`src/sv/pssl_pkg.sv`:
```
package pssl_pkg;

    // Field widths of one load request.
    localparam int unsigned REF_DIV_W = 14;
    localparam int unsigned MAIN_W    = 11;
    localparam int unsigned SWALLOW_W = 7;

    // The divider word is the longest: 11 + 7 + 1 control bit.
    localparam int unsigned WORD_W = 19;

    // Beats per word, including the closing latch-enable beat.
    localparam int unsigned ITEM_CNT_W = 5;
    localparam logic [ITEM_CNT_W-1:0] REF_ITEMS = 5'd17;
    localparam logic [ITEM_CNT_W-1:0] DIV_ITEMS = 5'd20;
    localparam logic [ITEM_CNT_W-1:0] LATCH_ITEM = 5'd1;

    // Request codes.
    localparam logic OP_REF = 1'b0;
    localparam logic OP_DIV = 1'b1;

    // Strobe kinds.
    localparam logic STROBE_CLOCK = 1'b0;
    localparam logic STROBE_LATCH = 1'b1;

    // Control bits that close each word.
    localparam logic CTRL_REF = 1'b1;
    localparam logic CTRL_DIV = 1'b0;

    typedef enum logic [1:0] {
        S_IDLE,
        S_WAIT,
        S_SEND
    } t_state;

    typedef struct packed {
        logic load;
        logic advance;
    } t_shift_ctrl;

    typedef struct packed {
        logic data_bit;
        logic latch;
    } t_shift_stat;

endpackage

```
`src/sv/pssl_timer.sv`:
```
module pssl_timer import pssl_pkg::*; #(
    parameter int unsigned HALF_WAIT = 8
) (
    input  logic i_clk,
    input  logic i_rst_n,
    input  logic i_start,
    output logic o_done
);

    // Four half-waits per strobe period.
    localparam int unsigned WAIT_CYCLES = 4 * HALF_WAIT;
    localparam int unsigned CW = $clog2(WAIT_CYCLES);
    localparam logic [CW-1:0] LOAD_VAL = CW'(WAIT_CYCLES - 1);

    logic [CW-1:0] r_count, n_count;
    logic          r_busy,  n_busy;

    assign o_done = r_busy && (r_count == '0);

    always_comb begin
        n_count = r_count;
        n_busy  = r_busy;
        if (i_start) begin
            n_count = LOAD_VAL;
            n_busy  = 1'b1;
        end else if (o_done) begin
            n_busy = 1'b0;
        end else if (r_busy) begin
            n_count = r_count - 1'b1;
        end
    end

    always_ff @(posedge i_clk) begin
        if (!i_rst_n) begin
            r_busy <= 1'b0;
        end else begin
            r_busy <= n_busy;
        end
        r_count <= n_count;
    end

endmodule

```
`src/sv/pssl_shifter.sv`:
```
module pssl_shifter import pssl_pkg::*; (
    input  logic                 i_clk,
    input  logic                 i_rst_n,
    input  t_shift_ctrl          i_ctrl,
    input  logic                 i_op,
    input  logic                 i_prescaler_bit,
    input  logic [REF_DIV_W-1:0] i_divide_value,
    input  logic [SWALLOW_W-1:0] i_swallow_count,
    output t_shift_stat          o_stat
);

    logic [WORD_W-1:0]     r_word, n_word;
    logic [ITEM_CNT_W-1:0] r_left, n_left;

    // The word is left aligned so the next bit out is always the top bit.
    always_comb begin
        n_word = r_word;
        n_left = r_left;
        if (i_ctrl.load) begin
            if (i_op == OP_REF) begin
                n_word = {i_prescaler_bit, i_divide_value, CTRL_REF, 3'b000};
                n_left = REF_ITEMS;
            end else begin
                n_word = {i_divide_value[MAIN_W-1:0], i_swallow_count, CTRL_DIV};
                n_left = DIV_ITEMS;
            end
        end else if (i_ctrl.advance) begin
            n_word = {r_word[WORD_W-2:0], 1'b0};
            n_left = r_left - 1'b1;
        end
    end

    assign o_stat.latch    = (r_left == LATCH_ITEM);
    assign o_stat.data_bit = o_stat.latch ? 1'b0 : r_word[WORD_W-1];

    always_ff @(posedge i_clk) begin
        if (!i_rst_n) begin
            r_left <= '0;
        end else begin
            r_left <= n_left;
        end
        r_word <= n_word;
    end

endmodule

```
`src/sv/pll_synth_serial_loader.sv`:
```
// Serial loader for a three-wire PLL synthesizer interface.
// The input channel (i_valid / o_ready) takes one load request per beat:
// op 0 loads the reference word (prescaler bit, 14-bit reference divider,
// control bit 1), op 1 loads the divider word (11-bit main counter, 7-bit
// swallow count, control bit 0). Unused upper bits are dropped.
// The output channel (o_valid / i_ready) sends one beat per clock strobe,
// data bit first out MSB first, then one latch-enable beat with o_last set.
// A reference request gives 17 beats, a divider request 20 beats.
// Each beat is preceded by a strobe period counted by one shared down
// counter, which starts when the previous beat or the request is taken;
// the beat is raised once that period has run out.
// Only one request is in flight at a time.
// If the receiver stalls, the offered beat holds and the sequencer waits;
// the strobe period of the next beat starts when the stalled one is taken.
// Reset (synchronous, active low) returns the sequencer to idle and drops
// any word in progress; no beat is offered until a new request arrives.
module pll_synth_serial_loader import pssl_pkg::*; #(
    parameter int unsigned HALF_WAIT = 8
) (
    input  logic                 i_clk,
    input  logic                 i_rst_n,
    input  logic                 i_valid,
    output logic                 o_ready,
    input  logic                 i_op,
    input  logic                 i_prescaler_bit,
    input  logic [REF_DIV_W-1:0] i_divide_value,
    input  logic [SWALLOW_W-1:0] i_swallow_count,
    output logic                 o_valid,
    input  logic                 i_ready,
    output logic                 o_data_bit,
    output logic                 o_strobe_kind,
    output logic                 o_last
);

    t_state      r_state, n_state;
    t_shift_ctrl shift_ctrl;
    t_shift_stat shift_stat;
    logic        timer_start;
    logic        timer_done;
    logic        in_beat;
    logic        out_beat;

    assign in_beat  = i_valid && o_ready;
    assign out_beat = o_valid && i_ready;

    pssl_timer #(
        .HALF_WAIT (HALF_WAIT)
    ) u_timer (
        .i_clk   (i_clk),
        .i_rst_n (i_rst_n),
        .i_start (timer_start),
        .o_done  (timer_done)
    );

    pssl_shifter u_shifter (
        .i_clk           (i_clk),
        .i_rst_n         (i_rst_n),
        .i_ctrl          (shift_ctrl),
        .i_op            (i_op),
        .i_prescaler_bit (i_prescaler_bit),
        .i_divide_value  (i_divide_value),
        .i_swallow_count (i_swallow_count),
        .o_stat          (shift_stat)
    );

    // Next state: idle until a request, wait out the strobe period, then
    // hold the beat until it is taken.
    always_comb begin
        n_state = r_state;
        case (r_state)
            S_IDLE: begin
                if (i_valid) begin
                    n_state = S_WAIT;
                end
            end
            S_WAIT: begin
                if (timer_done) begin
                    n_state = S_SEND;
                end
            end
            S_SEND: begin
                if (i_ready) begin
                    n_state = shift_stat.latch ? S_IDLE : S_WAIT;
                end
            end
            default: begin
                n_state = S_IDLE;
            end
        endcase
    end

    // Outputs of the sequencer.
    always_comb begin
        o_ready            = 1'b0;
        o_valid            = 1'b0;
        shift_ctrl.load    = 1'b0;
        shift_ctrl.advance = 1'b0;
        timer_start        = 1'b0;
        case (r_state)
            S_IDLE: begin
                o_ready         = 1'b1;
                shift_ctrl.load = i_valid;
                timer_start     = i_valid;
            end
            S_WAIT: begin
            end
            S_SEND: begin
                o_valid            = 1'b1;
                shift_ctrl.advance = i_ready;
                timer_start        = i_ready && !shift_stat.latch;
            end
            default: begin
            end
        endcase
    end

    assign o_data_bit    = shift_stat.data_bit;
    assign o_strobe_kind = shift_stat.latch ? STROBE_LATCH : STROBE_CLOCK;
    assign o_last        = shift_stat.latch;

    always_ff @(posedge i_clk) begin
        if (!i_rst_n) begin
            r_state <= S_IDLE;
        end else begin
            r_state <= n_state;
        end
    end

`ifndef SYNTHESIS
    // A request closes the input side until its word is done.
    a_busy_after_request: assert property (@(posedge i_clk) disable iff (!i_rst_n)
        in_beat |=> !o_ready)
        else $error("input taken while a word is in progress");

    // The latch beat ends the word and the block is ready right after.
    a_idle_after_latch: assert property (@(posedge i_clk) disable iff (!i_rst_n)
        (out_beat && o_last) |=> o_ready)
        else $error("not ready after the latch beat");

    // A clock beat is followed by a full strobe period before the next beat.
    a_gap_after_clock: assert property (@(posedge i_clk) disable iff (!i_rst_n)
        (out_beat && !o_last) |=> !o_valid)
        else $error("beat offered without a strobe period");

    // The input and output sides are never open together.
    a_sides_exclusive: assert property (@(posedge i_clk) disable iff (!i_rst_n)
        !(o_ready && o_valid))
        else $error("ready and valid both raised");

    // A latch beat always carries a low data level.
    a_latch_data_low: assert property (@(posedge i_clk) disable iff (!i_rst_n)
        (o_valid && o_strobe_kind == STROBE_LATCH) |-> (!o_data_bit && o_last))
        else $error("latch beat carries data");
`endif

endmodule
```
`config.mk`:
```
export PLATFORM = sky130hd
export DESIGN_NAME = pll_synth_serial_loader
export DESIGN_NICKNAME = d
export VERILOG_FILES = /design/src/sv/pssl_pkg.sv /design/src/sv/pssl_timer.sv /design/src/sv/pssl_shifter.sv /design/src/sv/pll_synth_serial_loader.sv
export SDC_FILE = /design/constraint.sdc
export NUM_CORES = 1
export LEC_CHECK = 0
export ABC_AREA = 1
export BUFFER_PORTS_ARGS = -buffer_cell sky130_fd_sc_hd__buf_4
export CORE_AREA = 2 2 56 58
export CTS_CLUSTER_DIAMETER = 50
export DETAILED_ROUTE_END_ITERATION = 10
export DIE_AREA = 0 0 58 60
export PLACE_DENSITY = 0.87
export SKIP_CTS_REPAIR_TIMING = 1
export SYNTH_ARGS = -nofsm -noshare
export SYNTH_HDL_FRONTEND = slang
export SYNTH_SLANG_ARGS = --single-unit
export TNS_END_PERCENT = 5
```
`constraint.sdc`:
```
create_clock -name i_clk -period 2.64 [get_ports i_clk]
set_input_delay 0.792 -clock i_clk [delete_from_list [all_inputs] [get_ports i_clk]]
set_output_delay 0.792 -clock i_clk [all_outputs]
set_load 0.01 [all_outputs]
```
---- Word-level counts from Yosys, hierarchy flattened ----
Cells that the tools add are included.
word-level totals
  output and inout bits ................... 5
  input port bits ......................... 27
  register bits after elaboration ......... 32
  word-level logic and storage cells ...... 43
cells by class
  mux-type cells .......................... 20
  add/sub/neg operators ................... 2
  bitwise logic cells ..................... 1
  equal/unequal tests ..................... 6
  reduce and logical (&&, ||, !) cells .... 9
operators with widths
  operator                                              number
  two-way mux 19 bit                                    3
  two-way mux 5 bit                                     2
  subtractor 5 x 1 -> 5 bit (second input constant)     2
  two-way mux 1 bit                                     9
  two-way mux 2 bit                                     3
  != test 2 bit (second input constant)                 3
  case mux 2 bit (3 select lines)                       1
  equality test 5 x 1 -> 1 bit (second input constant)  1
  zero test 5 bit                                       1
  nonzero test 2 bit                                    2
  two-way mux 3 bit                                     1
  AND reduction 3 bit                                   1
  equality test 2 x 1 -> 1 bit (second input constant)  1
  equality test 2 bit (second input constant)           1
  logical AND 1 bit                                     2
  zero test 2 bit                                       1
  case mux 1 bit (2 select lines)                       1
  AND reduction 2 bit                                   1
  zero test 1 bit                                       1
  NOT 1 bit                                             1

---- Logic depth before layout (Yosys ltp) ----
Gate-level depths: netlist (run 1).
  depth after elaboration ................. 5
  mapped depth ............................ 9
  gate-level depth less buffers ........... 9

---- Cells and area by module ----
From an unflattened synthesis (run 1), not the netlist that was laid out.
unflattened totals
  cells, all modules ...................... 195
  area total of the unflattened synthesis .. 1676.6 sq um
by module, submodules not included
  module                   instances  sequential area each (sq um)  area each (sq um)  cells each
  pssl_shifter             1          640.6                         1203.7             128
  pssl_timer               1          120.1                         330.3              47
  pll_synth_serial_loader  1          40.0                          142.6              20

---- Worst setup path before layout (run 1) ----
OpenSTA, ideal clock, no wires.
  path type ............................... flip-flop to output port
  start point ............................. reg u_shifter.r_left[1]
  end point ............................... out o_strobe_kind
  stages on the path, launching flop included .. 6
  required time ........................... 1.848 ns
  slack ................................... 0.858 ns
  buffers on the path ..................... 1
  arrival ................................. 0.990 ns
  cells stage by stage .................... dfxtp_1 > inv_1 > ha_1 > nand2_1 > nor2_1 > buf_4
on the way
  longest elaborated chain between the ends .. 2
ends and longest elaborated chain
  what                          RTL line                        source
  start, declared               pssl_shifter.sv:13              logic [ITEM_CNT_W-1:0] r_left, n_left;
  start signal, assigned        pssl_shifter.sv:40              r_left <= n_left;
  equality test 5 x 1 -> 1 bit  pssl_shifter.sv:33              assign o_stat.latch = (r_left == LATCH_ITEM);
  via o_last                    pll_synth_serial_loader.sv:32   output logic o_last
  two-way mux 1 bit             pll_synth_serial_loader.sv:118  assign o_strobe_kind = shift_stat.latch ? STROBE_LATCH : STROBE_CLOCK;
  end, declared                 pll_synth_serial_loader.sv:31   output logic o_strobe_kind,
The timed path passes the listed nets, and every way through them passes these cells.

---- Worst setup path after layout (run 1) ----
  start point ............................. reg u_shifter.r_left[1]
  end point ............................... out o_data_bit
on the way
  longest elaborated chain between the ends .. 2
ends and longest elaborated chain
  what                          RTL line                       source
  equality test 5 x 1 -> 1 bit  pssl_shifter.sv:33
  two-way mux 1 bit             pssl_shifter.sv:34             assign o_stat.data_bit = o_stat.latch ? 1'b0 : r_word[WORD_W-1];
  end, declared                 pll_synth_serial_loader.sv:30  output logic o_data_bit,
Every way passes these cells.

==> run_results.csv, run 1 <==
group,metric,value,unit
outcome,status,"completed",
clock_tree,cts_tree,"done",
critical_path,worst-setup-path-type,"flip-flop to output port",
layout,antennaDiodeCount,0,
floorplanning,die_w,58,µm
global_routing,grt_antenna_before_repair,0,
critical_path,r2r_cells,3,
critical_path,rrSetupSlack,1.05,ns
clock_tree,cts_max_path_buffers,2,
synth,synth_fp_nets,222,
clock_tree,h-tree-depth,2,
clock_tree,worst_skew_pair.late_latency,0.34,ns
timing,tightestPinTransition,0.516,ns
routing,drc,0,
global_routing,grt_use_total,21.3,%
timing,max_freq,447,MHz
critical_path,cp-end-kind,"output port",
routing,drtAntennaViolNets,0,
routing,vias,1337,
global_routing,grt_pass1_wl,5.42,mm
routing,vias_per_cell,5.18,
synth,synthesis.area,1590,µm²
floorplanning,die_h,60,µm
floorplanning,num_rows,20,
timing,slew_headroom,65.4,%
layout,final_util,65.6,%
timing,fin_crit,2.24,ns
layout,final_common_cell,"nand2_1",
worst_hold_path,hp-start,"u_timer.r_count[0]",
global_routing,grt_max_degree,27,
routing,drt_pass1_iterations,4,
timing,worst_clock_skew,0.00555,ns
clock_tree,cts_buffers,5,
critical_path,timing.critical_path.from_type,"flip-flop",
layout,nets,255,
layout,drive_gt1_share,20.4,%
layout,fillerInstances,252,
pwr,p_per_area,609,nW/µm²
global_routing,grt_overflow,0,
clock_tree,clk_pin_slew,0.10,ns
synth,ys_seq_area_share,50.4,%
timing,fin_crit_sh,84.7,%
synth,ys_seq_elements,31,
pwr,max-vdd-ir-drop,385,µV
floorplanning,core_area,2900,µm²
placement,portBuffers,31,
clock_tree,cts-root-buf,"clkbuf_4",
critical_path,r2r_start,"r_state[1]",
floorplanning,initial_utilization,54.7,%
floorplanning,dieArea,3480,µm²
layout,final_cell_mix,"nand2_1 (68), buf_4 (31), inv_1 (22)",
worst_hold_path,hold_depth,2,
global_routing,grt_pass1_vias,1248,
timing,hold_violations,0,
critical_path,cp_data_required_time,1.85,ns
job,maxCapViolations,0,
routing,drtIter0Drc,63,
layout,synthToLayoutAreaGrowth,19.8,%
timing,tns,0,ns
placement,hpwlAfterDp,2.34,mm
critical_path,critical_path_arrival,1.44,ns
synth,yosysWarnings,0,
routing,wire_per_inst,12.2,µm
synth,synth_area_per_cell,8.32,µm²
worst_hold_path,holdCritPathClass,"flip-flop to flip-flop",
timing,setup_viol,0,
pwr,p_leak,0.897,nW
critical_path,path_max_fanout,4,
routing,drt_wl_total,3.15,mm
critical_path,timing.rr.end,"u_shifter.r_word[12]",
synth,synth_cells,191,
floorplanning,ioPinCount,32,
worst_hold_path,worstHoldEndpoint,"u_timer.r_count[0]",
timing,slew_viol_final,0,
clock_tree,cts.sinks,31,
synth,synth_cell_types,22,
timing,rsz0062_at_grt,"no",
placement,gp_congestion,0.781,
layer usage:
layer | GRT usage, % | up-vias | part of all wire (%)
met5 | 0 | - | 0
met4 | 9.63 | 0 | 2.1
met3 | 6.06 | 9 | 5.5
met2 | 35.9 | 28 | 50
met1 | 25.3 | 618 | 43
li1 | - | 682 | -
area by class of cell:
class,count,area (µm²),share of cell area [%]
timing repair buffer,31,233,12.2
inverter,22,82.6,4.34
clock buffer,7,76.3,4.01
sequential,31,801,42.0
multi-input combinational,133,666,35.0
clock inverter,1,5.00,0.263
tap,33,41.3,2.17
worst max-delay path, stage by stage (launching register included):
cell,delay [ns]
dfxtp_1,0.31
inv_1,0.11
ha_1,0.16
nand2_1,0.05
nor2_1,0.27
nor2_1,0.07
buf_4,0.15
registers in the layout (all words and copies together), names as in the netlist:
name and count:
u_shifter.r_word 18, u_timer.r_busy 1, u_shifter.r_left 5, r_state 2
u_timer.r_count 5
worst max path at each step:
stage,end,slack [ns],startpoint
final,o_data_bit,0.40,u_shifter.r_left[1]
after global routing,o_data_bit,0.33,u_shifter.r_left[1]
after CTS,o_data_bit,0.40,u_shifter.r_left[1]
after floorplan,o_strobe_kind,0.86,u_shifter.r_left[1]
after detailed placement,u_timer.r_count[2],0.63,i_valid
after global placement,u_timer.r_count[1],0.66,i_valid
synth_stat cells (all sizes together):
| library cell | instances | area [µm²] |
|---|---|---|
| xor2 | 1 | 8.76 |
| buf | 5 | 40.0 |
| a22o | 1 | 8.76 |
| a21oi | 6 | 30.0 |
| edfxtp | 18 | 541 |
| nand3 | 22 | 123 |
| or2 | 1 | 6.26 |
| nand2 | 71 | 284 |
| dfxtp | 13 | 260 |
| ha | 4 | 50.1 |
| o211ai | 6 | 45.0 |
| o22ai | 1 | 6.26 |
| o21ai | 3 | 15.0 |
| nor2 | 15 | 71.3 |
| xnor2 | 2 | 17.5 |
| inv | 22 | 82.6 |
per-stage QoR:
stage	power, mW	worst slack (ns)	instance area [µm²]	instances	hold slack [ns]
after CTS	1.17	0.405	1900	258	0.488
final	1.16	0.405	1900	258	0.491
after global placement	0.811	0.660	1820	250	0.459
after global routing	1.22	0.326	1900	258	0.530
after floorplan	0.746	0.858	1590	191	0.442
after detailed placement	0.821	0.625	1820	250	0.459
power by group:
part	switching, mW	internal, mW
Clock	0.164	0.186
Combinational	0.121	0.0912
Sequential	0.0262	0.572
Total	0.311	0.848
logic make-up (layout without fill, tap and decap cells):
group                      count (synthesis)  count (layout)  synth area share, %
buffers and inverters                     27              61                 7.72
AOI/OAI and AO/OA                         17              17                 6.61
xor gates and xnor gates                   3               3                 1.65
and+or+nand+nor                          109             109                 30.5
DFF                                       31              31                 50.4
adders and majority gates                  4               4                 3.15
Note: power is estimated with default switching activity, not from simulation.
==> inputs of run 2 (changes only) <==
- CORE_AREA: 2 2 56 58 -> 2 2 58 60
- DIE_AREA: 0 0 58 60 -> 0 0 60 62
- PLACE_DENSITY: 0.87 -> 0.83
- clock period: 2.64 -> 2.2 ns (I/O delays scaled with it)
==> run_results.csv, run 2 (same netlist as run 1, synthesis figures left out) <==
group,metric,value,unit
clock_tree,cts-root-buf,"clkbuf_4",
clock_tree,worst_skew_pair.late_latency,0.33,ns
layout,final_cells,271,
placement,dpl_worst_slack,0.322,ns
critical_path,path_max_fanout,4,
routing,drt_pass1_iterations,4,
layout,final_cell_mix,"nand2_1 (68), buf_4 (31), inv_1 (22)",
routing,drc,0,
timing,hold_violations,0,
layout,synthToLayoutAreaGrowth,19.5,%
layout,reg_top3,"u_shifter.r_word x18, u_shifter.r_left x5, u_timer.r_count x5",
outcome,status,"completed",
pwr,max-vdd-ir-drop,354,µV
layout,largest_reg_flops,18,
layout,final_common_cell,"nand2_1",
placement,dp_cells,263,
timing,slew_viol_final,0,
layout,nets,255,
critical_path,cp-end-kind,"output port",
critical_path,timing.critical_path.mode_cell,"nor2_1",
routing,vias,1332,
pwr,p_per_area,690,nW/µm²
floorplanning,die_w,60,µm
timing,fin_crit_sh,94.7,%
pwr,pwr-share-clk,26.0,%
critical_path,timing.critical_path.from_type,"flip-flop",
timing,tightestPinTransition,0.504,ns
clock_tree,cts_max_path_buffers,2,
routing,wire_per_inst,11.3,µm
pwr,p_switching,0.361,mW
critical_path,cp_data_required_time,1.54,ns
routing,drt_wl_total,3.05,mm
pwr,power_frac_comb,19.5,%
placement,gp_congestion,0.825,
floorplanning,num_rows,21,
clock_tree,cts_buffers,5,
critical_path,cp_slowest_stage_delay,0.41,ns
global_routing,grt_antenna_before_repair,0,
critical_path,path_delay_family,"flip-flops",
layout,drive_gt1_share,20.0,%
critical_path,critical_path_arrival,1.42,ns
floorplanning,ioPinCount,32,
floorplanning,initial_utilization,50.0,%
critical_path,critPathBufInv,1,
routing,drtAntennaViolNets,0,
global_routing,grt_use_total,18.7,%
critical_path,cp_cell_sequence,"ha_1 -> nand2_1 -> nor2_1 -> nor2_1 -> buf_4",
clock_tree,clk_pin_slew,0.10,ns
worst_hold_path,holdCritPathClass,"flip-flop to flip-flop",
global_routing,grt_max_degree,27,
pwr,p_leak,0.886,nW
clock_tree,cts_tree,"done",
floorplanning,dieArea,3720,µm²
timing,max_freq,480,MHz
routing,drtIter0Drc,87,
timing,worst_clock_skew,0.0103,ns
pwr,power.total,1.31,mW
timing,fin_crit,2.08,ns
floorplanning,core_area,3180,µm²
placement,portBuffers,31,
clock_tree,h-tree-depth,2,
layout,multi_input_area,666,µm²
pwr,switching_share,27.6,%
timing,worst_slack,0.116,ns
layout,seq_area,801,µm²
timing,setup_viol,0,
global_routing,grt_pass1_vias,1141,
floorplanning,die_h,62,µm
timing,hold-worst-slack,0.482,ns
critical_path,worst-setup-path-type,"flip-flop to output port",
layout,fillerInstances,293,
timing,slew_headroom,66.3,%
placement,hpwlAfterDp,2.25,mm
pwr,p_seq_share,54.5,%
critical_path,slowest_stage,"dfxtp_1",
clock_tree,cts.sinks,31,
job,maxCapViolations,0,
layout,antennaDiodeCount,0,
layout,top_register,"u_shifter.r_word",
pwr,p_int,0.950,mW
routing,vias_per_cell,4.92,
timing,tns,0,ns
global_routing,grt_overflow,0,
global_routing,grt_pass1_wl,4.96,mm
timing,rsz0062_at_grt,"no",
==> run 2: path summary, 6_finish.rpt <==
path | startpoint | endpoint | slack [ns] | cells past startpoint
min | u_timer.r_count[0] | u_timer.r_count[0] | 0.48 | 2
min reg2reg | u_timer.r_count[0] | u_timer.r_count[0] | 0.48 | 2
max reg2reg | r_state[1] | u_shifter.r_left[0] | 0.60 | 5
max | u_shifter.r_left[0] | o_data_bit | 0.12 | 5
==> run 2: power groups by stage <==
| stage | clock network (mW) | logic (mW) | registers (mW) |
|---|---|---|---|
| 2_1_floorplan | 0 | 0.175 | 0.721 |
| 3_3_place_gp | 0 | 0.248 | 0.726 |
| 3_5_place_dp | 0 | 0.257 | 0.727 |
| 4_1_cts | 0.347 | 0.258 | 0.715 |
| 5_1_grt | 0.369 | 0.290 | 0.721 |
| 6_report | 0.340 | 0.256 | 0.714 |
==> run 2: per-stage QoR <==
step                area [µm²]  util, %
floorplan                 1590        -
global placement          1840     57.9
detailed placement        1840     57.9
CTS                       1900     59.7
finish                    1900     59.7
global route              1900     59.7
==> run 2: final cells by class <==
| cell class | instances | area share [%] |
|---|---|---|
| clock buffer | 7 | 2.90 |
| clock inverter | 1 | 0.264 |
| inverter | 22 | 4.35 |
| multi-input combinational | 133 | 35.0 |
| sequential | 31 | 42.2 |
| tap | 46 | 3.03 |
| timing repair buffer | 31 | 12.3 |
==> run 2: worst register-to-register path, delay by kind of cell (launching register included) <==
family	cells	cell delay, ns
AOI/OAI and AO/OA	1	0.17
DFF	1	0.38
and+or+nand+nor	4	0.98
==> run 2: routing by layer <==
layer / global-route usage (%) / vias to the layer above / share of wire [%]
met5: 0 / - / 0
met2: 28.0 / 39 / 46
met4: 10.5 / 0 / 1.8
li1: - / 681 / -
met3: 4.97 / 6 / 5.4
met1: 24.8 / 606 / 47
